### config.mk
export PLATFORM = sky130hd
export DESIGN_NAME = rrt_ram
export DESIGN_NICKNAME = d
export VERILOG_FILES = /design/src/sv/rrt_ram.sv
export SDC_FILE = /design/constraint.sdc
export NUM_CORES = 1
export LEC_CHECK = 0
export BUFFER_PORTS_ARGS = -buffer_cell sky130_fd_sc_hd__buf_2
export CAP_MARGIN = 20
export CELL_PAD_IN_SITES_DETAIL_PLACEMENT = 0
export CELL_PAD_IN_SITES_GLOBAL_PLACEMENT = 1
export CORE_ASPECT_RATIO = 1.75
export CORE_MARGIN = 10
export CORE_UTILIZATION = 50
export CTS_BUF_LIST = sky130_fd_sc_hd__clkbuf_16
export CTS_CLUSTER_DIAMETER = 60
export DETAILED_ROUTE_END_ITERATION = 8
export GPL_TIMING_DRIVEN = 0
export MAX_ROUTING_LAYER = met4
export PLACE_DENSITY_LB_ADDON = 0.1
export SLEW_MARGIN = 20
export SYNTH_ARGS = -nofsm -noshare
export SYNTH_HDL_FRONTEND = slang
export SYNTH_SLANG_ARGS = --single-unit
### constraint.sdc
create_clock -name clk -period 1.82 [get_ports clk]
set_input_delay 0.091 -clock clk [delete_from_list [all_inputs] [get_ports clk]]
set_output_delay 0.091 -clock clk [all_outputs]
set_load 0.005 [all_outputs]
### src/sv/rrt_ram.sv
// Generic single-write, single-read RAM with a registered read port.
// No dependencies.
module rrt_ram #(
  parameter int WIDTH = 8,
  parameter int DEPTH = 64,
  localparam int AW = (DEPTH > 1) ? $clog2(DEPTH) : 1
) (
  input  logic             clk,
  input  logic             we,
  input  logic [AW-1:0]    waddr,
  input  logic [WIDTH-1:0] wdata,
  input  logic             re,
  input  logic [AW-1:0]    raddr,
  output logic [WIDTH-1:0] rdata
);

  logic [WIDTH-1:0] mem [DEPTH];

  always_ff @(posedge clk) begin
    if (we) begin
      mem[waddr] <= wdata;
    end
    if (re) begin
      rdata <= mem[raddr];
    end
  end

endmodule

==> metrics.txt <==
largest net degree at the start of global routing=65; DRC violations left=0; hold path startpoint=wdata[7]; critical path class=flip-flop to flip-flop; Num CTS Buffers=46; ys async rst share=0%; clock latency on the worst-skew pair=0.57 ns; failing checks=setup timing; clock sinks=520; maximum clock rate=0.483 GHz; HPWL after detailed placement=33.9 mm; worst reg2reg path depth=5; Netlist Area Pre-Place=0.0202 mm^2; Least-Margin Pin Slew=1.10 ns; drt first pass iters=6; RSZ-0062 raised after global routing=true; Hold Path End=mem[51][7]; Initial Util=50.6%; vias in the first global route=10098; Worst slew margin=26.8%; CTS tree=built; Netlist cell types=39; share of layout cells above drive strength 1=between 30% and 40%; # port buffers=22; Clock Tree Buf Depth=3; area grow syn2layout=12.6%; Total Die Area=0.0493 mm^2; gpl congestion=roughly 0.9; Worst Hold Slack=0.0791 ns; Die Y=roughly 290 um; syn avg cell area=21.5 um^2; # IOs=31; root buffer cell=clkbuf_16; period utilization=114%; Seq cells post-synth=520; Mapped Nets=963; initial antenna violation count=0; Setup Skew=about 0.014 ns; Crit path top cell by count=mux4_2; Layout Nets=1035; Routed Antenna Nets=0; flop2flop setup slack=-0.25 ns; Synth area leader=edfxtp_1; overall power=~24 mW; top cell type's share of synthesized area=77.1%; core area=0.0401 mm^2; Layout Utilization=between 50% and 60%; Vias=9549; CP Launch Type=flip-flop; PwrDens=1070 mW/mm^2; max cap viols=0; reg2reg end=rdata[1]; Syn. warnings=0; Critical Path Sink Type=flip-flop; top post-synthesis cells by area=edfxtp_1 77%, mux4_2 14%, nor2_1 1.5%, mux2i_1 1.1%, mux2_2 0.72%; final worst path period need=2.07 ns; CP Max Fanout=1; First DRT Iteration DRCs=about 940; final slew viol count=0; Hold Crit Depth=1; first-pass GRT wire length=a little over 70 mm; cells after synthesis=940; CTS clk-pin slew, worst paths=about 0.07 ns; post-DR wirelength/cell=32.7 um; Seq/Total Area, Yosys=approximately 77%; Die W=between 150 and 200 um; worst path arrival time=2.36 ns; GRT Resource Usage Total=between 20 and 25%; CP max stage delay=0.55 ns; Post-synth EDFFs=520; # rows=97; ANT cells=0; post-CTS setup buffer count=0; Leakage Power=7.09 nW; Worst Slack Setup Final=-0.249 ns; CP max-delay cell=mux4_2; Detailed Route WL=about 50 mm; Critical Path, Cell by Cell=mux4_2, mux4_2, nor2_2, nor3_2, o2bb2ai_2; Setup violations, final=8; total gr overflow=0; Fin. Hold Viols=0; H-tree levels=2; worst-case vdd ir drop=just under 0.9 mV; status=finished with violations; Hold Crit Class=input port to flip-flop; Required @ worst endpoint=2.11 ns; Main synth FF type=edfxtp_1; Via density=just over 6; reg2reg start=mem[7][1]
Yosys cell counts (all sizes together), types with 3 or more instances:
master   instances
nand2           19
mux2i           23
buf             34
o2111ai          3
a21oi            3
nand3           13
a22oi            3
o21ai            4
nor2b           14
o2bb2ai          3
nand3b           3
a211oi           4
clkbuf          17
mux2            13
nand2b           7
mux4           126
nor2            83
o221ai           8
edfxtp         520
nor3             7
o22ai            8
a221oi           6
worst max-delay path, delay by kind of cell, from the launching register on:
family          cells  cell delay, ns
flops               1            0.36
mux                 2            1.06
simple gates        2            0.21
compound gates      1            0.17
cells by family (layout without fill, tap and decap cells):
group / Yosys count / in the layout / share of synthesized area [%]
AND/OR/NAND/NOR: 153 / 153 / 3.37
flip-flops: 520 / 520 / 77.1
buffers and inverters: 51 / 161 / 1.56
AO/OA/AOI/OAI: 54 / 54 / 2.06
multiplexers: 162 / 162 / 15.9
per-stage QoR:
step                cell area (um^2)  setup WS (ns)  setup TNS [ns]  instances
floorplan                      20300        0.00145               0        940
global placement               21000          -1.16         -194.36       1457
detailed placement             21000          -1.16         -216.90       1457
CTS                            22700         -0.261           -2.16       1545
global route                   22800         -0.308           -2.33       1545
finish                         22800         -0.249           -1.70       1545
flip-flops by register name, summed over array words and instances (netlist names):
register,flops
mem,512
rdata,8
cell usage in the layout, fill, tap and decap left out, types with 3 or more instances in the layout:
master,n
a22oi_1,3
clkbuf_2,5
buf_2,19
nand2b_1,7
o22ai_1,8
nor2_1,50
buf_4,25
nor2b_1,14
buf_6,6
bufinv_16,4
a211oi_1,4
mux2i_1,22
clkinv_1,9
mux2_2,11
edfxtp_1,520
mux4_2,126
o2111ai_1,3
nor3_2,5
nand3_1,12
clkinv_2,11
a221oi_1,6
nand2_1,19
clkbuf_1,12
nand3b_1,3
clkbuf_16,49
nor2_2,31
o2bb2ai_2,3
o221ai_1,8
a21oi_1,3
inv_1,10
repair_timing:
action                                  4_1_cts  5_1_grt
resized for setup                            42       35
endpoints found under the setup margin       31      176
gates cloned                                  0        0
hold buffers                                  2        0
endpoints found under the hold margin        10        0
pin swaps                                     3        1
layout make-up:
cell class / count / area [um^2]
Tap cell: 495 / 619
Multi-Input combinational cell: 369 / 4550
Fill cell: 3088 / 17300
Buffer: 51 / 364
Clock buffer: 49 / 1230
Sequential cell: 520 / 15600
Timing Repair Buffer: 24 / 150
Clock inverter: 37 / 270
layer usage:
| layer | up-vias | routed length, um | GRT usage [%] |
|---|---|---|---|
| li1 | 4079 | - | - |
| met1 | 5115 | 18000 | 23.8 |
| met2 | 273 | 28800 | 39.2 |
| met3 | 82 | 1940 | 2.24 |
| met4 | 0 | 1850 | 7.85 |
| met5 | - | 0 | - |
worst max path at each step:
stage,start,endpoint,depth (start not counted),slack (ns)
3_5_place_dp,raddr[1],rdata[4],8,-1.16
6_report,mem[7][1],rdata[1],5,-0.25
5_1_grt,mem[7][1],rdata[1],5,-0.31
2_1_floorplan,raddr[0],rdata[7],7,0.001
3_3_place_gp,raddr[1],rdata[4],8,-1.16
4_1_cts,mem[29][6],rdata[6],5,-0.26
power by group:
| group | internal (mW) | total [mW] | switching [mW] |
|---|---|---|---|
| combinational | 0.505 | 1.41 | 0.906 |
| sequential | 13.3 | 13.3 | 0.0196 |
| clock | 5.43 | 9.64 | 4.21 |
| total | 19.2 | 24.4 | 5.14 |
(Power assumes the default switching activity.)
