===== src/sv/rrt_pkg.sv =====
// Types, codes and limits of the resource reservation table.
// Used by rrt_slot_alu, resource_reservation_table and rrt_checker.
package rrt_pkg;

  localparam int NUM_SLOTS = 64;
  localparam int SLOT_AW   = (NUM_SLOTS > 1) ? $clog2(NUM_SLOTS) : 1;

  localparam logic [2:0] OP_RESERVE = 3'd0;
  localparam logic [2:0] OP_RELEASE = 3'd1;
  localparam logic [2:0] OP_PROBE   = 3'd2;
  localparam logic [2:0] OP_UPSERT  = 3'd3;
  localparam logic [2:0] OP_REMOVE  = 3'd4;

  localparam logic [1:0] ST_DONE     = 2'd0;
  localparam logic [1:0] ST_INVALID  = 2'd1;
  localparam logic [1:0] ST_CONFLICT = 2'd2;

  localparam logic [1:0] REACH_DOWN = 2'd0;
  localparam logic [1:0] REACH_UP   = 2'd1;

  localparam logic [13:0] CORE_LIMIT = 14'd10000;
  localparam logic [9:0]  GPU_LIMIT  = 10'd1000;
  localparam logic [23:0] MB_LIMIT   = 24'd10000000;
  localparam logic [15:0] FAIL_MAX   = 16'hFFFF;

  typedef struct packed {
    logic [2:0]  op;
    logic [5:0]  slot;
    logic [13:0] core_amount;
    logic [9:0]  gpu_amount;
    logic [23:0] ram_amount;
    logic [23:0] disk_amount;
    logic [13:0] core_floor;
    logic [23:0] ram_floor;
    logic [23:0] disk_floor;
    logic        enable_flag;
    logic        is_online;
    logic [1:0]  reach_result;
  } in_item_t;

  typedef struct packed {
    logic [1:0]  status;
    logic [15:0] fail_count;
  } out_item_t;

  // One stored table entry, kept in the slot RAM.
  typedef struct packed {
    logic [13:0] core_total;
    logic [9:0]  gpu_total;
    logic [23:0] ram_total;
    logic [23:0] disk_total;
    logic [13:0] core_min_kept;
    logic [23:0] ram_min_kept;
    logic [23:0] disk_min_kept;
    logic [13:0] core_held;
    logic [9:0]  gpu_held;
    logic [23:0] ram_held;
    logic [23:0] disk_held;
    logic [15:0] probe_failures;
  } entry_t;

  localparam int ENTRY_W = $bits(entry_t);

  typedef struct packed {
    logic valid;
    logic enabled;
    logic online;
  } slot_flags_t;

  typedef struct packed {
    logic        entry_we;
    entry_t      entry;
    logic        flags_we;
    slot_flags_t flags;
    out_item_t   result;
  } alu_res_t;

  function automatic logic slot_ok(input logic [5:0] s);
    return 32'(s) < NUM_SLOTS;
  endfunction

  function automatic logic [SLOT_AW-1:0] slot_idx(input logic [5:0] s);
    return SLOT_AW'(s);
  endfunction

endpackage


===== src/sv/rrt_slot_alu.sv =====
// Operation logic for one slot: checks, new entry, new flags and result.
// Depends on rrt_pkg.
module rrt_slot_alu (
  input  rrt_pkg::in_item_t    item,
  input  logic                 in_range,
  input  rrt_pkg::slot_flags_t flags,
  input  rrt_pkg::entry_t      entry,
  output rrt_pkg::alu_res_t    res
);

  always_comb begin
    logic [15:0] core_sum;
    logic [10:0] gpu_sum;
    logic [25:0] ram_sum;
    logic [25:0] disk_sum;
    logic        fits_all;
    logic        bad;
    logic        shrink;
    logic        busy;
    logic        v;

    v = flags.valid;
    core_sum = 16'(entry.core_held) + 16'(entry.core_min_kept) + 16'(item.core_amount);
    gpu_sum  = 11'(entry.gpu_held) + 11'(item.gpu_amount);
    ram_sum  = 26'(entry.ram_held) + 26'(entry.ram_min_kept) + 26'(item.ram_amount);
    disk_sum = 26'(entry.disk_held) + 26'(entry.disk_min_kept) + 26'(item.disk_amount);
    fits_all = (core_sum <= 16'(entry.core_total)) && (gpu_sum <= 11'(entry.gpu_total)) &&
               (ram_sum <= 26'(entry.ram_total)) && (disk_sum <= 26'(entry.disk_total));

    bad = (item.core_amount == 14'd0) || (item.core_amount > rrt_pkg::CORE_LIMIT) ||
          (item.gpu_amount > rrt_pkg::GPU_LIMIT) || (item.ram_amount > rrt_pkg::MB_LIMIT) ||
          (item.disk_amount > rrt_pkg::MB_LIMIT) || (item.core_floor > item.core_amount) ||
          (item.ram_floor > item.ram_amount) || (item.disk_floor > item.disk_amount);

    shrink = (15'(entry.core_held) + 15'(item.core_floor) > 15'(item.core_amount)) ||
             (item.gpu_amount < entry.gpu_held) ||
             (25'(entry.ram_held) + 25'(item.ram_floor) > 25'(item.ram_amount)) ||
             (25'(entry.disk_held) + 25'(item.disk_floor) > 25'(item.disk_amount));

    busy = (entry.core_held != '0) || (entry.gpu_held != '0) ||
           (entry.ram_held != '0) || (entry.disk_held != '0);

    res = '0;
    res.entry = entry;
    res.flags = flags;
    res.result.status = rrt_pkg::ST_INVALID;

    if (in_range) begin
      case (item.op)
        rrt_pkg::OP_RESERVE: begin
          if (v && flags.enabled && flags.online && fits_all) begin
            res.entry.core_held = 14'(core_sum - 16'(entry.core_min_kept));
            res.entry.gpu_held  = 10'(gpu_sum);
            res.entry.ram_held  = 24'(ram_sum - 26'(entry.ram_min_kept));
            res.entry.disk_held = 24'(disk_sum - 26'(entry.disk_min_kept));
            res.entry_we = 1'b1;
            res.result.status = rrt_pkg::ST_DONE;
          end
        end
        rrt_pkg::OP_RELEASE: begin
          if (v) begin
            res.entry.core_held = (entry.core_held > item.core_amount) ?
                                  entry.core_held - item.core_amount : '0;
            res.entry.gpu_held  = (entry.gpu_held > item.gpu_amount) ?
                                  entry.gpu_held - item.gpu_amount : '0;
            res.entry.ram_held  = (entry.ram_held > item.ram_amount) ?
                                  entry.ram_held - item.ram_amount : '0;
            res.entry.disk_held = (entry.disk_held > item.disk_amount) ?
                                  entry.disk_held - item.disk_amount : '0;
            res.entry_we = 1'b1;
            res.result.status = rrt_pkg::ST_DONE;
          end
        end
        rrt_pkg::OP_PROBE: begin
          if (v) begin
            res.flags.online = item.is_online;
            res.flags_we = 1'b1;
            if (item.reach_result == rrt_pkg::REACH_UP) begin
              res.entry.probe_failures = '0;
            end else if (item.reach_result == rrt_pkg::REACH_DOWN &&
                         entry.probe_failures != rrt_pkg::FAIL_MAX) begin
              res.entry.probe_failures = entry.probe_failures + 16'd1;
            end
            res.entry_we = 1'b1;
            res.result.status = rrt_pkg::ST_DONE;
          end
        end
        rrt_pkg::OP_UPSERT: begin
          if (bad) begin
            res.result.status = rrt_pkg::ST_INVALID;
          end else if (v && shrink) begin
            res.result.status = rrt_pkg::ST_CONFLICT;
          end else begin
            if (!v) begin
              res.flags.valid = 1'b1;
              res.flags.online = 1'b0;
              res.entry.core_held = '0;
              res.entry.gpu_held = '0;
              res.entry.ram_held = '0;
              res.entry.disk_held = '0;
              res.entry.probe_failures = '0;
            end
            res.flags.enabled = item.enable_flag;
            res.entry.core_total = item.core_amount;
            res.entry.gpu_total = item.gpu_amount;
            res.entry.ram_total = item.ram_amount;
            res.entry.disk_total = item.disk_amount;
            res.entry.core_min_kept = item.core_floor;
            res.entry.ram_min_kept = item.ram_floor;
            res.entry.disk_min_kept = item.disk_floor;
            res.entry_we = 1'b1;
            res.flags_we = 1'b1;
            res.result.status = rrt_pkg::ST_DONE;
          end
        end
        rrt_pkg::OP_REMOVE: begin
          if (v) begin
            if (busy) begin
              res.result.status = rrt_pkg::ST_CONFLICT;
            end else begin
              res.flags.valid = 1'b0;
              res.flags_we = 1'b1;
              res.result.status = rrt_pkg::ST_DONE;
            end
          end
        end
        default: begin
          res.result.status = rrt_pkg::ST_INVALID;
        end
      endcase
    end

    // An empty slot after the op reports no failures.
    res.result.fail_count = (in_range && res.flags.valid) ? res.entry.probe_failures : '0;
  end

endmodule


===== config.mk =====
export PLATFORM = sky130hd
export DESIGN_NAME = rrt_slot_alu
export DESIGN_NICKNAME = d
export VERILOG_FILES = /design/src/sv/rrt_pkg.sv /design/src/sv/rrt_slot_alu.sv
export SDC_FILE = /design/constraint.sdc
export NUM_CORES = 1
export LEC_CHECK = 0
export BUFFER_PORTS_ARGS = -buffer_cell sky130_fd_sc_hd__buf_2
export CAP_MARGIN = 25
export CELL_PAD_IN_SITES_DETAIL_PLACEMENT = 1
export CELL_PAD_IN_SITES_GLOBAL_PLACEMENT = 1
export CORE_UTILIZATION = 40
export DETAILED_ROUTE_END_ITERATION = 10
export GPL_TIMING_DRIVEN = 0
export PLACE_DENSITY_LB_ADDON = 0.12
export SYNTH_ARGS = -nofsm -noshare
export SYNTH_HDL_FRONTEND = slang
export SYNTH_SLANG_ARGS = --single-unit

===== constraint.sdc =====
create_clock -name vclk -period 9.55
set_input_delay 1.4325 -clock vclk [all_inputs]
set_output_delay 1.4325 -clock vclk [all_outputs]
set_load 0.05 [all_outputs]

==> results.md, run 1 <==
* Core area at 55200 um^2
* CP required at 8120 ps
* Most frequent cells in the layout: buf_2, ha_1, inv_1
* Cells after Synth at 3058
* Via density at 6.34
* Status: finished, final reports clean
* Minimum clock period after layout at 9540 ps
* Drt drc at 0
* Worst hold path type: primary input to output pin
* DP HPWL at 102000 um
* CLK BUF at 0
* CP endpoint kind: output pin
* Fmax at 105 MHz
* PortBufs at 608
* Yosys warns at 0
* CP Max Fanout at 9
* Synth unique cells at 80
* Die width at 239 um
* Most common cell after layout, fill and taps aside: buf_2
* # Max-Cap Violations at 0
* Initial Util at 40.6%
* Seq_cells at 0
* Power Density at 127 nW/um^2
* Max VDD drop at 68.6 uV
* First drt pass iteration count at 5
* Grt total ovfl at 0
* Area leader, netlist: ha_1
* Top cell type's share of synthesized area at 25.6%
* Top post-synthesis cells by area: ha_1, fa_1, a32o_1
* Final hold viol count at 0
* Total GRT Usage at 39.0%
* Iteration-0 DRC Markers at 1970
* Die H at 239 um
* Worst-Margin Slew at 952 ps
* Ports at 618
* Synthesized area at 22400 um^2
* Syn nets at 3966
* WS Path Type: primary input to output pin
* Initial antenna violation count at 4
* Drt total wl at 117000 um
* Finish-stage setup viols at 0
* Site Rows at 86
* Global-route wire length before repair at 170000 um
* FF+latch area at 0 um^2
* Seq/Total Area, Yosys at 0%
* Slew HR at 35.9%
* Post-cts hold buffer count at 0
* Layout Nets at 4587
* Vias at 28100
* Crit share post-route at 99.8%
* Worst hold start: entry[3]
* Final Non-Filler Cells at 4427
* Vias in the first global route at 28100
* Min Hold Slack at 3270 ps
* Die footprint at 56900 um^2
* Area Overhead vs Synth at 19.5%
* Worst setup SP type: primary input
* Detail Route Antenna Nets at 0
* Cell leakage power at 13.4 nW
* Data arrival, critical path at 8100 ps
* Fin. max-slew vios at 0
* Post-Syn Area per Cell at 7.32 um^2
* Placed Cells incl. Taps at 4424
* Largest net degree at the start of global routing at 19
* CP Launch Point: entry[17]
* Layout cells sized above 1 at 19.1%
* Routed len/inst at 26.5 um
* Final GP Congestion at 1.01
[worst paths after layout]
kind | to | slack, ps | depth (start not counted)
worst min-delay path | res[25] | 3270 | 3
worst max-delay path | res[53] | 10 | 23
[metrics by stage]
stage               TNS, ps  area, um^2  total power, mW  utilization [%]  setup slack (ps)
detailed placement   -94440       26500             3.27             48.0             -1150
CTS                    -113       26600             3.31             48.2             -33.3
floorplan                 0       22400             2.27                -              1220
finish                    0       26800             3.41             48.5              14.4
global route          -37.9       26800             3.67             48.5             -11.4
global placement    -159800       26400             3.15             47.8             -1960
[critical path, cell delays in order]
cell and delay [ps]:
buf_2 210, fa_1 450, ha_1 310, fa_1 450, a21oi_2 190, o22ai_1 130, o21ai_2 280, a211o_1 250
nand2_1 110, o41ai_2 380, xnor2_2 250, ha_1 330, and4_1 160, nand3_1 180, nor2_1 110, o41ai_4 650
o2111a_2 400, and4bb_4 350, nand3_4 250, clkbuf_1 280, buf_8 200, o221ai_1 370, clkbuf_4 340
[power breakdown]
group | internal (mW) | switching (mW)
Clock | 0.0000000280 | 0
Sequential | 0 | 0
Combinational | 1.26 | 2.15
[layout make-up]
cell class	count	area, um^2
fill	7326	28400
multi-input combinational	2672	21100
inverter	294	1100
buffer	91	448
timing repair buffer	620	3210
tap	748	936
antenna	2	5.00
[kinds of logic (layout without fill, tap and decap cells)]
| group | count (synthesis) | count (layout) | synth area share, % |
|---|---|---|---|
| AO/OA/AOI/OAI | 1044 | 1044 | 32.9 |
| XOR/XNOR | 209 | 209 | 8.17 |
| adder cells (fa/ha/maj) | 536 | 536 | 32.5 |
| buffers and inverters | 386 | 1005 | 6.75 |
| multiplexers | 8 | 8 | 0.369 |
| other | 0 | 2 | 0 |
| AND/OR/NAND/NOR | 875 | 875 | 19.4 |
[layer usage]
metal / share of wire, % / GRT usage [%] / up-vias
met5: 0.020 / 0 / -
met4: 5.1 / 17.5 / 4
met3: 6.8 / 4.15 / 224
met2: 46 / 64.7 / 1175
met1: 43 / 50.8 / 13900
li1: - / - / 12800
[cell usage after synthesis (all sizes together), types with 65 or more instances]
library cell and instances:
xor2 82, nor3 69, nand3 95, clkbuf 72, o21ai 173, nand2 181
ha 459, inv 294, xnor2 127, a21oi 254, a32o 138, a21o 118
nand4 65, fa 76, nor2 229
[repair_timing]
action / CTS / global route
setup buffers: 0 / 2
pin swaps: 1 / 3
gates cloned: 0 / 0
gates resized for setup: 34 / 41
setup endpoints to repair: 202 / 197
(Power assumes the default switching activity.)
==> inputs of run 2 (changes only) <==
--- a/config.mk
+++ b/config.mk
@@ -9,7 +9,7 @@
 export CAP_MARGIN = 25
 export CELL_PAD_IN_SITES_DETAIL_PLACEMENT = 1
 export CELL_PAD_IN_SITES_GLOBAL_PLACEMENT = 1
-export CORE_UTILIZATION = 40
+export CORE_UTILIZATION = 31
 export DETAILED_ROUTE_END_ITERATION = 10
 export GPL_TIMING_DRIVEN = 0
 export PLACE_DENSITY_LB_ADDON = 0.12
==> run 2 against run 1 <==
Net effect:
- count of clock-buffer cells in the layout unchanged
- maximum frequency up 2.4%
- non-clock buffer count up 2
- largest cell class unchanged
- combinational power about the same
==> results.md, run 2 (synthesis gave the netlist of run 1 again) <==
* Crit share post-route at 97.5%
* Final GP Congestion at 0.930
* Worst hold path type: primary input to output pin
* Worst-Margin Slew at 1000 ps
* Fin. max-slew vios at 0
* Final hold viol count at 0
* Core area at 71500 um^2
* Die width at 271 um
* PortBufs at 608
* Most frequent cells in the layout: buf_2, ha_1, inv_1
* CLK BUF at 0
* Vias in the first global route at 27200
* CP required at 8120 ps
* Status: finished, final reports clean
* Placed Cells incl. Taps at 4623
* Finish-stage setup viols at 0
* Grt total ovfl at 0
* Multi-input gate area at 21000 um^2
* Detail Route Antenna Nets at 0
* FF+latch area at 0 um^2
* Routed len/inst at 25.6 um
* Seq_cells at 0
* Filler cell count at 9212
* Initial Util at 31.3%
* CP endpoint kind: output pin
* WS Path Type: primary input to output pin
* Data arrival, critical path at 7880 ps
* Final setup TNS at 0 ps
* Site Rows at 98
* Max VDD drop at 59.0 uV
* Global-route wire length before repair at 174000 um
* Power Density at 125 nW/um^2
* CP Max Fanout at 10
* Vias at 26900
* Initial antenna violation count at 4
* Total GRT Usage at 31.0%
* Cell leakage power at 13.4 nW
* RSZ-0062 raised after global routing: no
* Die footprint at 73300 um^2
* # Max-Cap Violations at 0
* Area Overhead vs Synth at 20.6%
* DP HPWL at 104000 um
* First drt pass iteration count at 5
* Layout Nets at 4589
* Final Non-Filler Cells at 4630
* Drt total wl at 118000 um
* Most common cell after layout, fill and taps aside: buf_2
* Slew HR at 32.8%
* Ports at 618
* Via density at 5.80
* Drt drc at 0
* Iteration-0 DRC Markers at 1574
* Layout cells sized above 1 at 19.2%
* Worst setup SP type: primary input
* Die H at 271 um
* Minimum clock period after layout at 9320 ps
* Largest net degree at the start of global routing at 11
* Fmax at 107 MHz
-- run 2: metal layers --
layer,vias up,wire [um],global-route usage (%)
li1,12800,-,-
met1,13300,54300,41.9
met2,710,57100,54.3
met3,88,4410,1.30
met4,0,2630,6.04
met5,-,0,0
-- run 2: where the power goes --
part           leakage, nW  switching, mW  internal (mW)     total, mW
logic                 13.4           2.12           1.26          3.38
clock network   0.00000634              0   0.0000000140  0.0000000140
registers                0              0              0             0
-- run 2: final timing paths --
path | start | end | slack, ps | cells after the start
min | entry[10] | res[32] | 3280 | 3
max | entry[41] | res[65] | 230 | 27
-- run 2: worst max-delay path: stages --
cell and delay, ps:
buf_2 190, fa_1 530, ha_1 210, inv_1 70, fa_1 430, nor2b_2 220
o31ai_4 110, a21oi_2 240, a21oi_1 120, nor2b_1 250, nor2_1 90, o21ai_0 210
xor2_1 240, ha_1 290, a21o_1 160, a21oi_1 140, o21ai_1 120, a211oi_2 370
o31a_1 420, o2111a_1 310, and4bb_4 340, nand2_4 170, nor2_2 190, buf_6 240
buf_6 220, a221o_1 300, buf_4 250
-- run 2: stage by stage --
stage               hold slack (ps)  setup slack, ps  total power [mW]  utilization, %  area (um^2)
detailed placement             3280            -1200              3.29            37.4        26700
global placement               3280            -1940              3.26            37.3        26600
CTS                            3280             3.93              3.34            37.6        26900
global route                   3310             1.46              3.71            37.8        27000
floorplan                      3180             1220              2.27               -        22400
finish                         3280              234              3.38            37.8        27000
-- run 2: area by class of cell --
type / instances / area share, %
antenna: 1 / 0.00927
multi-input combinational: 2672 / 77.9
timing repair buffer: 621 / 11.9
tap: 950 / 4.40
buffer: 92 / 1.72
inverter: 294 / 4.09
-- run 2: repair_timing --
item,CTS,global route
buffers inserted,2,2
resized for setup,44,42
setup endpoints to repair,204,195
hold buffers,0,0
pin swaps,3,7
==> inputs of run 3 (changes only) <==
==> constraint.sdc (replaced) <==
create_clock -name vclk -period 9.2
set_input_delay 1.38 -clock vclk [all_inputs]
set_output_delay 1.38 -clock vclk [all_outputs]
set_load 0.05 [all_outputs]
==> run 3 against run 2 <==
Net effect:
- power increased by 5.3%
- design area increased by 0.77%
- combinational power increased by 5%
- hold slack got worse by 110 ps
- routed wire length increased by 0.40%
- final cell count about the same
- critical path depth decreased by 1
- core utilization increased by 0.29 points
- worst setup slack got worse by 120 ps
- via count about the same
==> results.md, run 3 (synthesis gave the netlist of run 1 again) <==
* Status: finished, final reports clean
* Die width at 271 um
* DP HPWL at 104000 um
* Iteration-0 DRC Markers at 1540
* Slew HR at 20.7%
* Vias in the first global route at 27200
* Site Rows at 98
* Layout cells sized above 1 at 19.8%
* Die footprint at 73300 um^2
* Final GP Congestion at 0.930
* Placed Cells incl. Taps at 4623
* Worst hold start: entry[10]
* Fin. max-slew vios at 0
* Final Non-Filler Cells at 4634
* Overall power at 3.56 mW
* Worst hold path type: primary input to output pin
* Drt drc at 0
* Power Density at 131 nW/um^2
* Cell leakage power at 13.5 nW
* Most frequent cells in the layout: buf_2, ha_1, inv_1
* Total GRT Usage at 31.0%
* DRT met1 WL at 54600 um
* Finish-stage setup viols at 0
* Initial antenna violation count at 3
* DR top layer: met4
* Minimum clock period after layout at 9080 ps
* Via density at 5.80
* Vias at 26900
* WHS Path Cells at 3
* WP buf/inv at 5
* Worst-Margin Slew at 1180 ps
* Layout Nets at 4592
* Crit path max-delay family: compound AO/OA/AOI/OAI gates
* Slowest-stage cell, CP: fa_1
* Worst setup SP type: primary input
* Max VDD drop at 61.4 uV
* Util after Layout at 38.1%
* Fmax at 110 MHz
* WS Path Type: primary input to output pin
* PortBufs at 608
* Final Worst Setup Slack at 118 ps
* Seq_cells at 0
* Hold path endpoint: res[32]
* Largest net degree at the start of global routing at 11
* Met3 wire length at 4460 um
* Core area at 71500 um^2
* Crit share post-route at 98.7%
* CP required at 7820 ps
* Ports at 618
* Grt total ovfl at 0
* Initial Util at 31.3%
* Drt total wl at 119000 um
* Final hold viol count at 0
* Met2 WL at 57400 um
* Die H at 271 um
* Routed len/inst at 25.7 um
* CP endpoint kind: output pin
* FF+latch area at 0 um^2
* CLK BUF at 0
* Area Overhead vs Synth at 21.5%
* Place WS at -1450 ps
* Min Hold Slack at 3180 ps
* Most common cell after layout, fill and taps aside: buf_2
* Post-cts hold buffer count at 0
* Detail Route Antenna Nets at 0
* Data arrival, critical path at 7700 ps
* First drt pass iteration count at 5
* CP peak stage delay at 530 ps
* Global-route wire length before repair at 174000 um
* CP Max Fanout at 9
* Levels on crit path at 26
* # Max-Cap Violations at 0
## run 3: changes by cell type in the layout (fill, tap and decap cells not counted), sizes merged
cell and change:
buf +8, clkbuf -5, diode +1
## run 3: tightest hold or removal path, stage by stage
cell and delay (ps):
buf_2 110, o31ai_1 90, buf_2 210
## run 3: how the worst max path moves through the flow
stage                   end  startpoint
floorplan           res[80]    item[67]
CTS                 res[80]   entry[41]
finish              res[45]   entry[41]
detailed placement  res[56]   entry[41]
global placement    res[53]   entry[17]
global route        res[56]   entry[41]
## run 3: what timing repair did
item                                    in CTS  in global routing
gates resized for setup                     71                 58
endpoints found under the hold margin        0                  0
endpoints found under the setup margin     209                202
buffers inserted                             3                  4
pin swaps                                    8                 14
## run 3: per-stage QoR
stage               TNS (ps)  area, um^2
global route            -353       27200
finish                     0       27200
CTS                        0       26900
floorplan                  0       22400
detailed placement   -146040       26700
global placement     -233410       26600
## run 3: power breakdown
group          internal [mW]  switching, mW  leakage, nW
registers                  0              0            0
clock network   0.0000000255              0    0.0000127
logic                   1.34           2.22         13.5
total                   1.34           2.22         13.5
## run 3: layout make-up
cell class,instances,area [um^2]
antenna,2,5.00
buffer,92,477
fill,9192,44300
inverter,294,1100
multi-input combinational,2672,21200
tap,950,1190
timing repair buffer,624,3250
## run 3: metal layers
layer | global-route usage [%] | vias up
met1 | 42.0 | 13300
met3 | 1.33 | 94
li1 | - | 12800
met4 | 5.59 | 0
met2 | 54.5 | 684
met5 | 0 | -
